===== src/rtl/core/sem_pkg.sv =====
// Shared types, constants and sequencer states for the Sobel edge magnitude block.
`timescale 1ns / 1ps
package sem_pkg;

   localparam int unsigned MaxWidth    = 4096;
   localparam int unsigned HeightLimit = 4096;
   localparam int unsigned ColBits     = 12;
   localparam int unsigned GeomBits    = 13;
   localparam int unsigned AddrBits    = 3;

   // Register map (byte addresses 4*i)
   localparam logic RegImageWidth  = 1'b0;
   localparam logic RegImageHeight = 1'b1;

   localparam logic [GeomBits-1:0] WidthReset  = 13'd640;
   localparam logic [GeomBits-1:0] HeightReset = 13'd480;
   localparam logic [GeomBits-1:0] GeomMin     = 13'd3;
   localparam logic [GeomBits-1:0] WidthMax    = 13'd4096;
   localparam logic [GeomBits-1:0] HeightMax   = 13'd4096;

   // floor(x/9) = (x * ceil(2^25/9)) >> 25 for any x below 2^21
   localparam int unsigned         SumBits   = 21;
   localparam int unsigned         RecipBits = 22;
   localparam int unsigned         RecipShift = 25;
   localparam logic [RecipBits-1:0] RecipNine = 22'd3728271;

   localparam int unsigned RootBits = 38;
   localparam int unsigned MagBits  = 19;

   typedef logic [23:0]      pix_type;
   typedef pix_type [8:0]    nbhd_type;   // index row*3 + col
   typedef logic [ColBits-1:0] pos_type;

   typedef enum logic [1:0] {
      TOP_IDLE,
      TOP_READ,
      TOP_CALC,
      TOP_EMIT
   } top_state_type;

   typedef enum logic [2:0] {
      MAG_IDLE,
      MAG_GRAD,
      MAG_SQR,
      MAG_ROOT,
      MAG_ACC,
      MAG_MUL,
      MAG_FIN
   } mag_state_type;

   typedef struct packed {
      logic start;
   } mag_ctl_type;

   typedef struct packed {
      logic       done;
      logic [7:0] gray;
   } mag_sts_type;

   function automatic logic [7:0] chan(input pix_type px, input logic [1:0] k);
      logic [7:0] b;
      case (k)
         2'd0:    b = px[7:0];
         2'd1:    b = px[15:8];
         2'd2:    b = px[23:16];
         default: b = 8'd0;
      endcase
      return b;
   endfunction

endpackage


===== src/rtl/core/sem_mag.sv =====
// Sequential gradient, bit-serial square root and divide-by-nine unit.
`timescale 1ns / 1ps
module sem_mag (
   input  logic                clock,
   input  logic                reset,
   input  sem_pkg::mag_ctl_type ctl,
   input  sem_pkg::nbhd_type   nbhd,
   output sem_pkg::mag_sts_type sts
);

   sem_pkg::mag_state_type state_ff, state_in;
   logic [1:0]                         ch_ff, ch_in;
   logic signed [11:0]                 gx_ff, gx_in, gy_ff, gy_in;
   logic [sem_pkg::RootBits-1:0]       v_ff, v_in, res_ff, res_in, bit_ff, bit_in;
   logic [sem_pkg::SumBits-1:0]        sum_ff, sum_in;
   logic [sem_pkg::SumBits+sem_pkg::RecipBits-1:0] prod_ff, prod_in;

   logic [7:0]  b [9];
   logic [9:0]  s_top, s_bot, s_lft, s_rgt;
   logic [9:0]  ax, ay;
   logic [sem_pkg::SumBits-1:0] sq;
   logic [sem_pkg::RootBits-1:0] trial;
   logic [9:0]  quot;

   always_comb begin
      for (int i = 0; i < 9; i++) begin
         b[i] = sem_pkg::chan(nbhd[i], ch_ff);
      end
   end

   assign s_top = {2'b0, b[0]} + {1'b0, b[1], 1'b0} + {2'b0, b[2]};
   assign s_bot = {2'b0, b[6]} + {1'b0, b[7], 1'b0} + {2'b0, b[8]};
   assign s_lft = {2'b0, b[0]} + {1'b0, b[3], 1'b0} + {2'b0, b[6]};
   assign s_rgt = {2'b0, b[2]} + {1'b0, b[5], 1'b0} + {2'b0, b[8]};

   assign ax = gx_ff[11] ? 10'(-gx_ff) : gx_ff[9:0];
   assign ay = gy_ff[11] ? 10'(-gy_ff) : gy_ff[9:0];
   assign sq = {1'b0, {10'd0, ax} * {10'd0, ax}} + {1'b0, {10'd0, ay} * {10'd0, ay}};
   assign trial = res_ff + bit_ff;

   assign quot = prod_ff[sem_pkg::SumBits+sem_pkg::RecipBits-1:sem_pkg::RecipShift+8];
   assign sts.gray = (quot > 10'd255) ? 8'd255 : quot[7:0];
   assign sts.done = (state_ff == sem_pkg::MAG_FIN);

   always_ff @(posedge clock) begin
      if (reset) begin
         state_ff <= sem_pkg::MAG_IDLE;
      end else begin
         state_ff <= state_in;
      end
      ch_ff   <= ch_in;
      gx_ff   <= gx_in;
      gy_ff   <= gy_in;
      v_ff    <= v_in;
      res_ff  <= res_in;
      bit_ff  <= bit_in;
      sum_ff  <= sum_in;
      prod_ff <= prod_in;
   end

   always_comb begin
      state_in = state_ff;
      ch_in    = ch_ff;
      gx_in    = gx_ff;
      gy_in    = gy_ff;
      v_in     = v_ff;
      res_in   = res_ff;
      bit_in   = bit_ff;
      sum_in   = sum_ff;
      prod_in  = prod_ff;
      case (state_ff)
         sem_pkg::MAG_IDLE: begin
            if (ctl.start) begin
               ch_in    = 2'd0;
               sum_in   = '0;
               state_in = sem_pkg::MAG_GRAD;
            end
         end
         sem_pkg::MAG_GRAD: begin
            gx_in    = $signed({2'b0, s_bot}) - $signed({2'b0, s_top});
            gy_in    = $signed({2'b0, s_rgt}) - $signed({2'b0, s_lft});
            state_in = sem_pkg::MAG_SQR;
         end
         sem_pkg::MAG_SQR: begin
            v_in     = {1'b0, sq, 16'd0};
            res_in   = '0;
            bit_in   = sem_pkg::RootBits'(1) << 36;
            state_in = sem_pkg::MAG_ROOT;
         end
         sem_pkg::MAG_ROOT: begin
            // one result bit a cycle
            if (v_ff >= trial) begin
               v_in   = v_ff - trial;
               res_in = (res_ff >> 1) + bit_ff;
            end else begin
               res_in = res_ff >> 1;
            end
            bit_in = bit_ff >> 2;
            if (bit_ff[0]) begin
               state_in = sem_pkg::MAG_ACC;
            end
         end
         sem_pkg::MAG_ACC: begin
            sum_in = sum_ff + {2'b0, res_ff[sem_pkg::MagBits-1:0]};
            if (ch_ff == 2'd2) begin
               state_in = sem_pkg::MAG_MUL;
            end else begin
               ch_in    = ch_ff + 2'd1;
               state_in = sem_pkg::MAG_GRAD;
            end
         end
         sem_pkg::MAG_MUL: begin
            prod_in  = sum_ff * sem_pkg::RecipNine;
            state_in = sem_pkg::MAG_FIN;
         end
         sem_pkg::MAG_FIN: begin
            state_in = sem_pkg::MAG_IDLE;
         end
         default: begin
            state_in = sem_pkg::MAG_IDLE;
         end
      endcase
   end

endmodule


===== config.mk =====
export PLATFORM = sky130hd
export DESIGN_NAME = sem_mag
export DESIGN_NICKNAME = d
export VERILOG_FILES = /design/src/rtl/core/sem_pkg.sv /design/src/rtl/core/sem_mag.sv
export SDC_FILE = /design/constraint.sdc
export NUM_CORES = 1
export LEC_CHECK = 0
export BUFFER_PORTS_ARGS = -buffer_cell sky130_fd_sc_hd__buf_2
export CAP_MARGIN = 0
export CORE_UTILIZATION = 30
export DETAILED_ROUTE_END_ITERATION = 8
export HOLD_SLACK_MARGIN = 0.15
export PLACE_DENSITY = 0.51
export SKIP_CTS_REPAIR_TIMING = 1
export SLEW_MARGIN = 30
export SYNTH_ARGS = -nofsm -noshare
export SYNTH_HDL_FRONTEND = slang
export SYNTH_SLANG_ARGS = --single-unit

===== constraint.sdc =====
create_clock -name clock -period 23.3 [get_ports clock]
set_input_delay 4.66 -clock clock [delete_from_list [all_inputs] [get_ports clock]]
set_output_delay 4.66 -clock clock [all_outputs]
set_load 0.02 [all_outputs]

==> results.json <==
{
  "outcome": "complete, no violations",
  "synth_seq_cells": 153,
  "io_pins": 228,
  "synth.distinct_cells": 79,
  "numClockSinks": 153,
  "drt_pass1_iterations": 7,
  "initialDrtViolationCount": 1159,
  "syn_avg_cell_area_um2": 9.38,
  "syn_to_final_growth_pct": 11.0,
  "routed_via_density": 4.89,
  "maxCapViolations": 0,
  "async_flop_share_pct": 0,
  "maxSlewViolCount": 0,
  "gp_congestion": 0.865,
  "drt_drc_violations_left": 0,
  "worst_r2r_endpoint": "v_ff[36]$_DFFE_PP_",
  "root_buffer": "clkbuf_16",
  "min_to": "bit_ff[32]$_SDFFCE_PN0P_",
  "rsz0062_at_grt": "false",
  "dieHeight_um": 301,
  "post-route-period-util_pct": 37.5,
  "skew_ns": 0.0138,
  "setup_viol": 0,
  "min_path_cells": 1,
  "r2r_start": "gx_ff[0]$_DFFE_PP_",
  "grt.overflow.total": 0,
  "synth_top_area_cell": "fa_1",
  "muxShareOfSynthArea_pct": 0.262,
  "place_hpwl_mm": 60.5,
  "grt_usage_pct": 16.1,
  "yosys.area_share.simple_pct": 11.9,
  "reg2reg_slack_ns": 14.56,
  "synth_top_cell_area_share_pct": 24.3,
  "grt_max_degree": 65,
  "hp-class": "flip-flop to flip-flop",
  "tritoncts": "done",
  "cp-end-kind": "flip-flop",
  "path_clk_slew_ns": 0.07,
  "drt_wl_total_mm": 70.3,
  "worst_pin_slew_ns": 0.911,
  "synth-compound-area-share_pct": 13.8,
  "dr_total_vias": 20521,
  "hold_viol_final": 0,
  "numCtsBuffers": 17,
  "antenna_found_initial": 6,
  "max_freq_ghz": 0.114,
  "period_minus_slack_ns": 8.74,
  "synth_top_family_by_area": "adder cells",
  "synth_edf_count": 150,
  "arrival_ns": 8.95,
  "min_from": "bit_ff[34]$_SDFFCE_PN0P_",
  "placement.setup.worst_slack_ns": 14.27,
  "die_w_um": 301,
  "synthAdderAreaFrac_pct": 43.0,
  "synth-xor-area-share_pct": 5.60,
  "clk_latency_ns": 0.49,
  "finalWorstSetupSlack_ns": 14.56,
  "grt_pass1_wl_mm": 113,
  "cts-htree-levels": 4,
  "cp-start-kind": "flip-flop",
  "final_layout_size_suffix_gt1_share_pct": 11.4,
  "clockBufferDepth": 2,
  "ant_nets": 0,
  "dieArea_um2": 90400,
  "yosys-top-cells-area": "fa_1, ha_1, edfxtp_1, inv_1, nand2_1",
  "grt_pass1_vias": 21032,
  "final_core_util_pct": 33.6,
  "crit_type": "flip-flop to flip-flop",
  "start_util_pct": 30.3,
  "synth_ff_type": "edfxtp_1",
  "rr_worst_depth": 27,
  "syn_area_um2": 26800,
  "synth_cells": 2851,
  "core.rowCount": 109,
  "seq_area_frac_synth_pct": 17.1,
  "yosys_warnings": 0,
  "syn_nets": 3794,
  "path_max_fanout": 9,
  "tns_ns": 0,
  "wl_per_cell_um": 16.8,
  "finalNetCount": 3960,
  "required_ns": 23.51,
  "core_area_um2": 88400,
  "slew_headroom_pct": 38.5,
  "port_buffers": 203
}
cells in the mapped netlist, drive strengths merged (5+ instances only):
library cell and count:
a211oi 35, xnor2 86, clkbuf 57, a222oi 52, nor3 39, a21boi 6, o21a 18, edfxtp 150
nand2b 15, ha 399, o211ai 11, buf 19, fa 325, a31oi 46, a21o 59, nor2 197
mux2i 7, and2 9, inv 509, xor2 85, o311ai 6, o31ai 10, nand2 202, a21oi 123
o21ai 96, or3 24, nor3b 7, nor2b 26, a31o 13, o21bai 20, nand3 35, and3 37
nand4 23, a2111oi 5, or2 48
state kept, by name, indices dropped and copies added, names as in the netlist:
register,count
sum_ff,21
prod_ff,10
bit_ff,19
state_ff,3
v_ff,38
gy_ff,11
res_ff,38
gx_ff,11
ch_ff,2
metal layers:
metal	share of wire, %	GRT usage [%]
met1	45	21.3
met2	47	26.8
met3	4.4	1.80
met4	3.8	6.72
met5	0	0
layout by cell type (no fill, tap or decap), types with 17 or more instances in the layout:
cell	instances
nand2_1	202
a222oi_1	52
nor2b_1	26
or2_2	47
a21oi_1	123
nand4_1	23
inv_1	508
or3_1	24
and3_1	37
o21ai_0	86
clkbuf_16	17
nor2_1	194
buf_4	20
fa_1	325
a21o_1	59
nor3_1	37
o21bai_1	20
ha_1	395
xnor2_1	85
edfxtp_1	150
o21a_1	18
a211oi_1	25
nand3_1	35
xor2_1	85
buf_2	203
a31oi_1	46
cell type report:
type,instances,area [um^2]
clock inverters,15,166
clock buffers,17,425
repair buffers,223,1170
fillers,9280,58700
diodes,3,7.51
inverters,512,1920
flip-flops and latches,153,4560
multi-input cells,2110,20000
well taps,1165,1460
metrics by stage:
| step | area (um^2) | hold slack (ns) | cells |
|---|---|---|---|
| finish | 29700 | 0.628 | 4198 |
| global placement | 29100 | 0.611 | 4163 |
| global route | 29700 | 0.652 | 4198 |
| CTS | 29700 | 0.631 | 4195 |
| floorplan | 26800 | 0.581 | 2851 |
| detailed placement | 29100 | 0.614 | 4163 |
critical path, stage by stage, from the launching register on:
cell	delay, ns
edfxtp_1	0.60
clkinv_1	0.40
ha_1	0.32
nand2b_1	0.15
xor2_1	0.56
inv_1	0.32
nand2_1	0.19
inv_1	0.08
fa_1	0.48
fa_1	0.51
inv_1	0.05
fa_1	0.50
inv_1	0.05
fa_1	0.52
fa_1	0.44
fa_1	0.55
inv_1	0.06
fa_1	0.50
inv_1	0.04
ha_1	0.34
a21oi_1	0.08
a21oi_1	0.21
a41oi_1	0.19
a211o_1	0.33
o21ai_0	0.50
a2111oi_0	0.20
o21ai_0	0.20
o211ai_1	0.11
how the worst max path moves through the flow:
stage / slack [ns] / endpoint / from / cells after the start
final: 14.56 / v_ff[36]$_DFFE_PP_ / gx_ff[0]$_DFFE_PP_ / 27
after global routing: 13.87 / v_ff[36]$_DFFE_PP_ / gy_ff[0]$_DFFE_PP_ / 27
after CTS: 14.49 / v_ff[36]$_DFFE_PP_ / gy_ff[0]$_DFFE_PP_ / 27
after detailed placement: 14.27 / gy_ff[10]$_DFFE_PP_ / nbhd[19] / 17
after global placement: 14.26 / gy_ff[10]$_DFFE_PP_ / nbhd[19] / 17
after floorplan: 14.92 / gx_ff[9]$_DFFE_PP_ / nbhd[208] / 17
cells by family (layout without fill, tap and decap cells):
family          Yosys count  count (layout)
mux                       7               7
flops                   153             153
fa+ha+maj               724             724
buf+inv                 588             767
other cells               0               3
simple gates            675             675
xor+xnor                171             171
compound gates          533             533
Power is not shown: default switching activity piles up to over one toggle a cycle in this logic, so the estimate is an artifact.
